<file path="src/hdl/ufcb_pkg.sv">
// ----------------------------------------------------------------------------
// ufcb_pkg
// shared codes, characters and the result record of the uart flow control queues
// ----------------------------------------------------------------------------
package ufcb_pkg;

	// event codes on the mode field
	localparam logic [2:0] MODE_LINE_RX = 3'd0;
	localparam logic [2:0] MODE_HOST_WR = 3'd1;
	localparam logic [2:0] MODE_HOST_RD = 3'd2;
	localparam logic [2:0] MODE_CTS     = 3'd3;
	localparam logic [2:0] MODE_TX_FREE = 3'd4;

	// in-band flow control characters
	localparam logic [7:0] CHAR_XOFF = 8'd19;
	localparam logic [7:0] CHAR_XON  = 8'd17;

	// register indexes on the apb port
	typedef enum logic [1:0] {
		REG_XON_XOFF_EN = 2'd0,
		REG_RTS_CTS_EN  = 2'd1,
		REG_HIGH_WATER  = 2'd2,
		REG_LOW_WATER   = 2'd3
	} reg_idx_t;

	localparam logic [8:0] HIGH_WATER_RST = 9'd204;
	localparam logic [8:0] LOW_WATER_RST  = 9'd51;

	// one result beat, less the bytes that come out of the queue rams
	typedef struct packed {
		logic       tx_valid;
		logic       tx_xoff;
		logic       tx_ram;
		logic       rts_level;
		logic       read_valid;
		logic       underflow;
		logic       write_full;
		logic       rx_overflow;
		logic       output_blocked;
		logic       input_blocked;
		logic [8:0] rx_count;
	} ufcb_res_t;

endpackage

</file>
<file path="src/hdl/ufcb_ram.sv">
// ----------------------------------------------------------------------------
// ufcb_ram
// single port write, single port read ram with registered read data
// ----------------------------------------------------------------------------
module ufcb_ram #(
	parameter int WIDTH = 8,
	parameter int DEPTH = 256,
	localparam int AW = $clog2(DEPTH)
) (
	input  logic             clk,
	input  logic             we,
	input  logic [AW-1:0]    waddr,
	input  logic [WIDTH-1:0] wdata,
	input  logic             re,
	input  logic [AW-1:0]    raddr,
	output logic [WIDTH-1:0] rdata
);

	logic [WIDTH-1:0] mem_q [DEPTH];
	logic [WIDTH-1:0] rdata_q;

	always_ff @(posedge clk) begin
		if (we) begin
			mem_q[waddr] <= wdata;
		end
		if (re) begin
			rdata_q <= mem_q[raddr];
		end
	end

	assign rdata = rdata_q;

endmodule

</file>
<file path="src/hdl/uart_flow_control_buffers.sv">
// ----------------------------------------------------------------------------
// uart_flow_control_buffers
// receive and transmit byte queues joined by xon/xoff and rts/cts flow control
// ----------------------------------------------------------------------------
//
//  channel   | handshake                    | beat
//  ----------+------------------------------+----------------------------------------
//  in        | in_valid / in_ready          | mode, data_byte, cts_level
//  out       | out_valid / out_ready        | tx_valid .. rx_count, one per in beat
//  apb       | psel, penable, pwrite, pready| paddr, pwdata, prdata (4 registers)
//
//  one event is taken per cycle while in_ready is high; state and the queue
//  ram read update at the accepting edge, s1 holds the status meanwhile, and
//  the output register merges in the ram bytes as it takes the s1 beat, so
//  the result beat passes through s1 and then the output register
//  the queue rams are not cleared at reset: an entry is read only after the
//  fill count shows it written, so no clearing pass is needed
//  a stalled out channel holds one beat in the output register and one in
//  the s1 stage, after which in_ready drops
//
module uart_flow_control_buffers #(
	parameter int RX_DEPTH = 256,
	parameter int TX_DEPTH = 256
) (
	input  logic        clk,
	input  logic        arst_n,
	// apb configuration port
	input  logic        psel,
	input  logic        penable,
	input  logic        pwrite,
	input  logic [3:0]  paddr,
	input  logic [31:0] pwdata,
	output logic [31:0] prdata,
	output logic        pready,
	// event beats
	input  logic        in_valid,
	output logic        in_ready,
	input  logic [2:0]  mode,
	input  logic [7:0]  data_byte,
	input  logic        cts_level,
	// result beats
	output logic        out_valid,
	input  logic        out_ready,
	output logic        tx_valid,
	output logic [7:0]  tx_byte,
	output logic        rts_level,
	output logic        read_valid,
	output logic [7:0]  read_byte,
	output logic        underflow,
	output logic        write_full,
	output logic        rx_overflow,
	output logic        output_blocked,
	output logic        input_blocked,
	output logic [8:0]  rx_count
);

	import ufcb_pkg::*;

	localparam int RX_AW = $clog2(RX_DEPTH);
	localparam int TX_AW = $clog2(TX_DEPTH);
	localparam int RX_FW = $clog2(RX_DEPTH + 1);
	localparam int TX_FW = $clog2(TX_DEPTH + 1);
	// compare width for fill count against the 9-bit water marks
	localparam int CMPW  = (RX_FW > 9) ? RX_FW : 9;

	// ------------------------------------------------------------------
	// state registers
	// ------------------------------------------------------------------
	logic             xon_xoff_en_q, rts_cts_en_q;
	logic [8:0]       high_water_q, low_water_q;
	logic [RX_AW-1:0] rx_head_q, rx_tail_q;
	logic [RX_FW-1:0] rx_fill_q;
	logic [TX_AW-1:0] tx_head_q, tx_tail_q;
	logic [TX_FW-1:0] tx_fill_q;
	logic             held_by_xoff_q, held_by_cts_q, remote_stopped_q;
	logic             xoff_pending_q, rts_out_q;
	logic             stop_via_xoff_q, stop_via_rts_q, cts_seen_q;

	// next state for an accepted event
	logic [RX_AW-1:0] rx_head_nx, rx_tail_nx;
	logic [RX_FW-1:0] rx_fill_nx;
	logic [TX_AW-1:0] tx_head_nx, tx_tail_nx;
	logic [TX_FW-1:0] tx_fill_nx;
	logic             held_by_xoff_nx, held_by_cts_nx, remote_stopped_nx;
	logic             xoff_pending_nx, rts_out_nx;
	logic             stop_via_xoff_nx, stop_via_rts_nx, cts_seen_nx;
	ufcb_res_t        res;

	// queue ram controls
	logic             rx_wr, rx_rd, tx_wr, tx_rd, push_xon;
	logic [7:0]       tx_wdata;
	logic [7:0]       rx_rdata, tx_rdata;

	// pipeline
	logic             in_accept, out_free;
	logic             v_s1;
	ufcb_res_t        res_s1;
	logic             out_valid_q;
	ufcb_res_t        out_res_q;
	logic [7:0]       tx_byte_q, read_byte_q;

	// apb
	logic             cfg_wr;
	reg_idx_t         cfg_idx;

	assign pready  = 1'b1;
	assign cfg_wr  = psel && penable && pwrite;
	assign cfg_idx = reg_idx_t'(paddr[3:2]);

	always_comb begin
		case (cfg_idx)
			REG_XON_XOFF_EN: prdata = {31'd0, xon_xoff_en_q};
			REG_RTS_CTS_EN:  prdata = {31'd0, rts_cts_en_q};
			REG_HIGH_WATER:  prdata = {23'd0, high_water_q};
			REG_LOW_WATER:   prdata = {23'd0, low_water_q};
			default:         prdata = '0;
		endcase
	end

	// ------------------------------------------------------------------
	// event handshake: s1 frees when its beat moves to the output register
	// ------------------------------------------------------------------
	assign out_free  = !out_valid_q || out_ready;
	assign in_ready  = !v_s1 || out_free;
	assign in_accept = in_valid && in_ready;

	// ------------------------------------------------------------------
	// event decode and next state
	// ------------------------------------------------------------------
	logic             rx_full, tx_full;
	logic [RX_AW-1:0] rx_tail_inc, rx_head_inc;
	logic [TX_AW-1:0] tx_tail_inc, tx_head_inc;
	logic [RX_FW-1:0] rx_fill_up, rx_fill_dn;

	assign rx_full     = (rx_fill_q == RX_FW'(RX_DEPTH));
	assign tx_full     = (tx_fill_q == TX_FW'(TX_DEPTH));
	assign rx_tail_inc = (rx_tail_q == RX_AW'(RX_DEPTH - 1)) ? '0 : rx_tail_q + 1'b1;
	assign rx_head_inc = (rx_head_q == RX_AW'(RX_DEPTH - 1)) ? '0 : rx_head_q + 1'b1;
	assign tx_tail_inc = (tx_tail_q == TX_AW'(TX_DEPTH - 1)) ? '0 : tx_tail_q + 1'b1;
	assign tx_head_inc = (tx_head_q == TX_AW'(TX_DEPTH - 1)) ? '0 : tx_head_q + 1'b1;
	assign rx_fill_up  = rx_fill_q + 1'b1;
	assign rx_fill_dn  = rx_fill_q - 1'b1;

	always_comb begin
		rx_head_nx        = rx_head_q;
		rx_tail_nx        = rx_tail_q;
		rx_fill_nx        = rx_fill_q;
		tx_head_nx        = tx_head_q;
		tx_tail_nx        = tx_tail_q;
		tx_fill_nx        = tx_fill_q;
		held_by_xoff_nx   = held_by_xoff_q;
		held_by_cts_nx    = held_by_cts_q;
		remote_stopped_nx = remote_stopped_q;
		xoff_pending_nx   = xoff_pending_q;
		rts_out_nx        = rts_out_q;
		stop_via_xoff_nx  = stop_via_xoff_q;
		stop_via_rts_nx   = stop_via_rts_q;
		cts_seen_nx       = cts_seen_q;
		rx_wr             = 1'b0;
		rx_rd             = 1'b0;
		tx_wr             = 1'b0;
		tx_rd             = 1'b0;
		push_xon          = 1'b0;
		res               = '0;

		case (mode)
			MODE_LINE_RX: begin
				if (xon_xoff_en_q && data_byte == CHAR_XON) begin
					held_by_xoff_nx = 1'b0;
				end else if (xon_xoff_en_q && data_byte == CHAR_XOFF) begin
					held_by_xoff_nx = 1'b1;
				end else if (rx_full) begin
					res.rx_overflow = 1'b1;
				end else begin
					rx_wr      = 1'b1;
					rx_tail_nx = rx_tail_inc;
					rx_fill_nx = rx_fill_up;
					// high-water hit: tell the partner to stop
					if (CMPW'(rx_fill_up) == CMPW'(high_water_q)) begin
						if (xon_xoff_en_q) begin
							xoff_pending_nx   = 1'b1;
							stop_via_xoff_nx  = 1'b1;
							remote_stopped_nx = 1'b1;
						end
						if (rts_cts_en_q) begin
							rts_out_nx        = 1'b0;
							stop_via_rts_nx   = 1'b1;
							remote_stopped_nx = 1'b1;
						end
					end
				end
			end
			MODE_HOST_WR: begin
				if (tx_full) begin
					res.write_full = 1'b1;
				end else begin
					tx_wr      = 1'b1;
					tx_tail_nx = tx_tail_inc;
					tx_fill_nx = tx_fill_q + 1'b1;
				end
			end
			MODE_HOST_RD: begin
				if (rx_fill_q == '0) begin
					res.underflow = 1'b1;
				end else begin
					rx_rd          = 1'b1;
					res.read_valid = 1'b1;
					rx_head_nx     = rx_head_inc;
					rx_fill_nx     = rx_fill_dn;
					// low-water release of a stopped partner
					if (CMPW'(rx_fill_dn) == CMPW'(low_water_q) && remote_stopped_q) begin
						if (xon_xoff_en_q && !tx_full) begin
							tx_wr      = 1'b1;
							push_xon   = 1'b1;
							tx_tail_nx = tx_tail_inc;
							tx_fill_nx = tx_fill_q + 1'b1;
						end
						if (rts_cts_en_q) begin
							rts_out_nx = 1'b1;
						end
						remote_stopped_nx = 1'b0;
						stop_via_xoff_nx  = 1'b0;
						stop_via_rts_nx   = 1'b0;
					end
				end
			end
			MODE_CTS: begin
				cts_seen_nx = cts_level;
				if (rts_cts_en_q) begin
					held_by_cts_nx = !cts_level;
				end
			end
			MODE_TX_FREE: begin
				// a pending xoff goes out ahead of data, even while held
				if (xoff_pending_q) begin
					xoff_pending_nx = 1'b0;
					res.tx_valid    = 1'b1;
					res.tx_xoff     = 1'b1;
				end else if (!held_by_xoff_q && !held_by_cts_q && tx_fill_q != '0) begin
					tx_rd        = 1'b1;
					res.tx_valid = 1'b1;
					res.tx_ram   = 1'b1;
					tx_head_nx   = tx_head_inc;
					tx_fill_nx   = tx_fill_q - 1'b1;
				end
			end
			default: begin
			end
		endcase

		res.rts_level      = rts_out_nx;
		res.output_blocked = held_by_xoff_nx || held_by_cts_nx;
		res.input_blocked  = remote_stopped_nx;
		res.rx_count       = 9'(rx_fill_nx);
	end

	assign tx_wdata = push_xon ? CHAR_XON : data_byte;

	// ------------------------------------------------------------------
	// queue rams
	// ------------------------------------------------------------------
	ufcb_ram #(
		.WIDTH (8),
		.DEPTH (RX_DEPTH)
	) u_rx_ram (
		.clk   (clk),
		.we    (in_accept && rx_wr),
		.waddr (rx_tail_q),
		.wdata (data_byte),
		.re    (in_accept && rx_rd),
		.raddr (rx_head_q),
		.rdata (rx_rdata)
	);

	ufcb_ram #(
		.WIDTH (8),
		.DEPTH (TX_DEPTH)
	) u_tx_ram (
		.clk   (clk),
		.we    (in_accept && tx_wr),
		.waddr (tx_tail_q),
		.wdata (tx_wdata),
		.re    (in_accept && tx_rd),
		.raddr (tx_head_q),
		.rdata (tx_rdata)
	);

	// ------------------------------------------------------------------
	// flow control state and configuration registers
	// ------------------------------------------------------------------
	always_ff @(posedge clk or negedge arst_n) begin
		if (!arst_n) begin
			xon_xoff_en_q    <= 1'b0;
			rts_cts_en_q     <= 1'b0;
			high_water_q     <= HIGH_WATER_RST;
			low_water_q      <= LOW_WATER_RST;
			rx_head_q        <= '0;
			rx_tail_q        <= '0;
			rx_fill_q        <= '0;
			tx_head_q        <= '0;
			tx_tail_q        <= '0;
			tx_fill_q        <= '0;
			held_by_xoff_q   <= 1'b0;
			held_by_cts_q    <= 1'b0;
			remote_stopped_q <= 1'b0;
			xoff_pending_q   <= 1'b0;
			rts_out_q        <= 1'b1;
			stop_via_xoff_q  <= 1'b0;
			stop_via_rts_q   <= 1'b0;
			cts_seen_q       <= 1'b1;
		end else if (cfg_wr) begin
			// register writes must come only while no event is in flight; the block does not enforce it
			case (cfg_idx)
				REG_XON_XOFF_EN: begin
					xon_xoff_en_q <= pwdata[0];
					if (!pwdata[0]) begin
						held_by_xoff_q   <= 1'b0;
						stop_via_xoff_q  <= 1'b0;
						xoff_pending_q   <= 1'b0;
						remote_stopped_q <= stop_via_rts_q;
					end
				end
				REG_RTS_CTS_EN: begin
					rts_cts_en_q <= pwdata[0];
					if (!pwdata[0]) begin
						held_by_cts_q    <= 1'b0;
						rts_out_q        <= 1'b1;
						stop_via_rts_q   <= 1'b0;
						remote_stopped_q <= stop_via_xoff_q;
					end else begin
						held_by_cts_q <= !cts_seen_q;
						if (CMPW'(rx_fill_q) < CMPW'(high_water_q)) begin
							rts_out_q <= 1'b1;
						end else begin
							rts_out_q        <= 1'b0;
							stop_via_rts_q   <= 1'b1;
							remote_stopped_q <= 1'b1;
						end
					end
				end
				REG_HIGH_WATER: begin
					high_water_q <= pwdata[8:0];
				end
				REG_LOW_WATER: begin
					low_water_q <= pwdata[8:0];
				end
				default: begin
				end
			endcase
		end else if (in_accept) begin
			rx_head_q        <= rx_head_nx;
			rx_tail_q        <= rx_tail_nx;
			rx_fill_q        <= rx_fill_nx;
			tx_head_q        <= tx_head_nx;
			tx_tail_q        <= tx_tail_nx;
			tx_fill_q        <= tx_fill_nx;
			held_by_xoff_q   <= held_by_xoff_nx;
			held_by_cts_q    <= held_by_cts_nx;
			remote_stopped_q <= remote_stopped_nx;
			xoff_pending_q   <= xoff_pending_nx;
			rts_out_q        <= rts_out_nx;
			stop_via_xoff_q  <= stop_via_xoff_nx;
			stop_via_rts_q   <= stop_via_rts_nx;
			cts_seen_q       <= cts_seen_nx;
		end
	end

	// ------------------------------------------------------------------
	// s1 waits on the ram read; the output register merges the bytes in
	// ------------------------------------------------------------------
	always_ff @(posedge clk or negedge arst_n) begin
		if (!arst_n) begin
			v_s1        <= 1'b0;
			out_valid_q <= 1'b0;
		end else begin
			if (in_accept) begin
				v_s1 <= 1'b1;
			end else if (out_free) begin
				v_s1 <= 1'b0;
			end
			if (out_free) begin
				out_valid_q <= v_s1;
			end
		end
	end

	always_ff @(posedge clk) begin
		if (in_accept) begin
			res_s1 <= res;
		end
		// ram read data holds until the next read, so a waiting s1 still sees it
		if (out_free && v_s1) begin
			out_res_q   <= res_s1;
			tx_byte_q   <= res_s1.tx_ram ? tx_rdata :
			               (res_s1.tx_xoff ? CHAR_XOFF : 8'd0);
			read_byte_q <= res_s1.read_valid ? rx_rdata : 8'd0;
		end
	end

	assign out_valid      = out_valid_q;
	assign tx_valid       = out_res_q.tx_valid;
	assign tx_byte        = tx_byte_q;
	assign rts_level      = out_res_q.rts_level;
	assign read_valid     = out_res_q.read_valid;
	assign read_byte      = read_byte_q;
	assign underflow      = out_res_q.underflow;
	assign write_full     = out_res_q.write_full;
	assign rx_overflow    = out_res_q.rx_overflow;
	assign output_blocked = out_res_q.output_blocked;
	assign input_blocked  = out_res_q.input_blocked;
	assign rx_count       = out_res_q.rx_count;

	// ------------------------------------------------------------------
	// assertions
	// ------------------------------------------------------------------
	a_rx_fill_bound: assert property (@(posedge clk) disable iff (!arst_n)
		rx_fill_q <= RX_FW'(RX_DEPTH))
		else $error("receive fill above depth");

	a_tx_fill_bound: assert property (@(posedge clk) disable iff (!arst_n)
		tx_fill_q <= TX_FW'(TX_DEPTH))
		else $error("transmit fill above depth");

	a_rx_empty_ptrs: assert property (@(posedge clk) disable iff (!arst_n)
		(rx_fill_q == '0) |-> (rx_head_q == rx_tail_q))
		else $error("empty receive queue with unequal pointers");

	a_read_excl: assert property (@(posedge clk) disable iff (!arst_n)
		out_valid_q |-> !(out_res_q.read_valid && out_res_q.underflow))
		else $error("read beat both valid and underflow");

	a_s1_drains: assert property (@(posedge clk) disable iff (!arst_n)
		(v_s1 && !out_valid_q) |=> out_valid_q)
		else $error("s1 beat not moved to output register");

endmodule

</file>
<file path="config.mk">
export PLATFORM = sky130hd
export DESIGN_NAME = uart_flow_control_buffers
export DESIGN_NICKNAME = d
export VERILOG_FILES = /design/src/hdl/ufcb_pkg.sv /design/src/hdl/ufcb_ram.sv /design/src/hdl/uart_flow_control_buffers.sv
export SDC_FILE = /design/constraint.sdc
export NUM_CORES = 2
export LEC_CHECK = 0
export BUFFER_PORTS_ARGS = -buffer_cell sky130_fd_sc_hd__buf_4
export CAP_MARGIN = 20
export CORE_UTILIZATION = 40
export CTS_CLUSTER_SIZE = 24
export DETAILED_ROUTE_END_ITERATION = 10
export HOLD_SLACK_MARGIN = 0.05
export PLACE_DENSITY = 0.64
export SYNTH_ARGS = -nofsm -noshare
export SYNTH_HDL_FRONTEND = slang
export SYNTH_HIERARCHICAL = 1
export SYNTH_SLANG_ARGS = --single-unit
</file>
<file path="constraint.sdc">
create_clock -name clk -period 7.1 [get_ports clk]
set_clock_uncertainty 0.15 [all_clocks]
set_input_delay 1.42 -clock clk [delete_from_list [all_inputs] [get_ports clk]]
set_output_delay 1.42 -clock clk [all_outputs]
set_load 0.01 [all_outputs]
</file>
==> key figures <==
Drt
  • Vias per cell: 5.88
  • DR WL/cell: 28.9 um
  • 1st-iter DRT viols: 10.2k
  • Final wirelength: around 410 mm
  • Final ANT Viol Nets: 0
  • TritonRoute pass-1 iters: 8
  • DR DRC count: 0
  • Routed vias: 83.3k

Die
  • Full die area: 419000 sq um
  • Initial core utilization: approximately two fifths
  • Core ar.: 414000 sq um
  • Die X-Extent: 648 um
  • Num rows: between 200 and 250
  • I/O pin cnt: 123
  • Die Ht: 648 um

Setup path
  • Crit-path max FO: 12
  • Crit path kind: reg -> reg
  • CP endpoint kind: register
  • Critical path startpoint category: register
  • Worst EP arrival: just over 6000 ps
  • Worst Path Required: roughly 7500 ps
  • Setup crit start: rx_fill_q[0]
  • R2R Setup Slk: 1400 ps
  • Reg2reg start: rx_fill_q[0]

Global routing
  • Grt total ovfl: 0
  • Initial antenna violation count: 16
  • Pin count of the biggest net entering global routing: 201
  • Vias in the first global route: ~83k
  • First-pass GRT wire length: ~590 mm
  • All-Layer GR Usage: 19.1%

Power
  • Gate power share: around a fifth
  • Cell internal pwr: 44.8 mW
  • Flop pwr share: 46.4%
  • Pwr dens: 329 nW/um^2
  • Leakage: 56.5 nW
  • Net Switching: 16.1 mW
  • Worst vdd ir: between 0.0002 and 0.00025 V
  • Switch share: approximately a quarter
  • Clock share of power: 33.1%

Yosys
  • Syn_area_per_cell: 20.4 sq um
  • Most used DFF post-synth: edfxtp_1
  • #FFs+latches synth: 4244
  • Synth cell types: 91
  • Synthesized instance count: 8190
  • Yosys Warn Count: 6
  • FFs w/ async S/R, synth: 1.89%
  • Number of synthesized flops with an enable pin: ~4.2k
  • Post-Syn Area: 167000 sq um
  • Register area share after synthesis: 76.2%

Timing
  • Tcrit/Tclk final: 80.2%
  • Final TNS setup: 0 ps
  • Max-slew violations: 0
  • Rel. slew slack: 18.0%
  • F_max: 176 MHz
  • Worst-Margin Slew: 1230 ps
  • Final Hold Viols: 0
  • Fin crit period: 5700 ps
  • RSZ-0062 raised after global routing: false
  • Final setup violating endpoints: 0

Worst hold path
  • HP Class: reg -> reg
  • Hold Crit Start: res_s1[3]

Clock tree
  • H-tree Lvls: 5
  • Root Driver: clkbuf_16
  • Post-CTS sizing: 0
  • # Post-CTS Setup Buffers: 0
  • Clk_lat worst skew: 930 ps
  • CTS Buf Count: approximately 400
  • Clock buffer depth: 4
  • CTS tree: yes
  • Reg clk slew, reported paths: 60 ps
  • Cts hold-fix bufs: 0
  • Clock Sinks: approximately 4.2k

Finish
  • Leading cell types in the layout, fill and taps excluded: 4164 x edfxtp_1, 909 x mux4_2, 615 x nor2_1
  • Sequential Area: 127000 sq um
  • Final core occ: ~45%
  • P&R area growth vs syn: 11.2%
  • Fin nets: 8449
  • Multi-input gate area: 36500 sq um
  • Commonest non-fill, non-tap cell in the layout: edfxtp_1
  • Ratio of cells with drive above 1 in the final layout: a little over a fifth
  • Number of fill cells: 34.4k

Placement
  • Port Buffer Count: 73
  • Routability-driven placement congestion ratio: 0.879
  • HPWL Detailed: 252 mm

Run status
  • Status: finished, final reports clean

Run
  • Max_cap viols: 0
==> power groups by stage <==
stage                     Clock [mW]  Combinational [mW]  Sequential, mW
final                           20.2                12.5            28.3
after global routing            21.4                13.2            28.3
after CTS                       20.5                12.6            28.3
after detailed placement           0                12.5            28.8
after global placement             0                12.4            28.8
after floorplan                    0                9.95            28.4
==> flip-flops by register name (all words and copies together), names as in the netlist, 8 cells and up <==
name,flops
u_rx_ram/rdata,8
u_tx_ram/mem_q,2048
u_rx_ram/mem_q,2048
rx_tail_q,8
tx_tail_q,8
low_water_q,9
high_water_q,9
tx_head_q,8
u_tx_ram/rdata,8
res_s1,19
rx_head_q,8
rx_fill_q,9
rx_count,9
tx_byte,8
read_byte,8
tx_fill_q,9
==> layer usage <==
layer	wire (um)	track usage, %	share of wire (%)
met2	197000	30.7	48
met3	35100	3.34	8.6
met5	71	0	0.017
met4	14900	6.71	3.6
met1	163000	26.4	40
==> critical path: stages, from the launching register on <==
cell and delay [ps]:
dfrtp_1 540, inv_1 150, ha_1 260, or4b_1 550, o21ai_0 240, and3_1 190, o31a_1 270, and3_1 260
nand3_1 120, a21oi_2 680, nand3_1 670, buf_4 470, nor2_1 730
==> per-stage QoR <==
stage	cell area (sq um)	setup slack (ps)	total power, mW	hold WS (ps)	cells
3_5_place_dp	173000	1380	41.3	255	13400
4_1_cts	185000	1610	61.4	269	14200
6_report	185000	1400	61.0	269	14200
3_3_place_gp	173000	1470	41.2	255	13400
2_1_floorplan	167000	105	38.4	250	8212
5_1_grt	185000	1280	62.9	277	14200
==> cell usage after synthesis (31+ instances only) <==
master,count,area (sq um)
o21ai_0,59,295
nor2_1,623,2340
edfxtp_1,4164,125000
a211oi_1,34,255
a21oi_1,214,1070
and2_1,33,206
buf_1,46,173
nand3_1,94,470
o22ai_1,59,369
buf_2,65,325
buf_4,78,586
clkbuf_1,239,897
nor3_1,59,295
mux2i_1,279,2790
nand2_1,144,541
o221ai_1,92,806
nor4_1,53,332
nor2b_1,74,463
xnor2_1,32,280
dfrtp_1,70,1750
buf_6,44,495
nand4_1,31,194
a22oi_1,266,2000
mux4_2,909,20500
==> final cells by class <==
type	count	share of cell area, %
diodes	8	0.0108
clock buffers	508	5.73
clock inverters	210	0.830
inverters	27	0.0547
multi-input cells	3427	19.7
flip-flops and latches	4244	68.6
well taps	5474	3.70
repair buffers	272	1.38
==> worst paths after layout <==
check                                              end  depth (start not counted)
worst min register to register             rx_count[3]                          0
max in group asynchronous                 tx_head_q[1]                          2
worst max-delay path            u_tx_ram/mem_q[213][6]                         12
worst min-delay path                       rx_count[3]                          0
worst max register to register  u_tx_ram/mem_q[213][6]                         12
min in group asynchronous                 rx_head_q[0]                          1
==> cell families after synthesis <==
| group | count (synthesis) | synth area share, % |
|---|---|---|
| other | 2 | 0.00451 |
| adders and majority gates | 23 | 0.177 |
| DFF | 4244 | 76.2 |
| muxes | 1217 | 14.2 |
| xor gates and xnor gates | 52 | 0.281 |
| AOI/OAI and AO/OA | 889 | 3.74 |
| and+or+nand+nor | 1222 | 3.40 |
| buffers and inverters | 541 | 1.97 |
(Power assumes the default switching activity.)
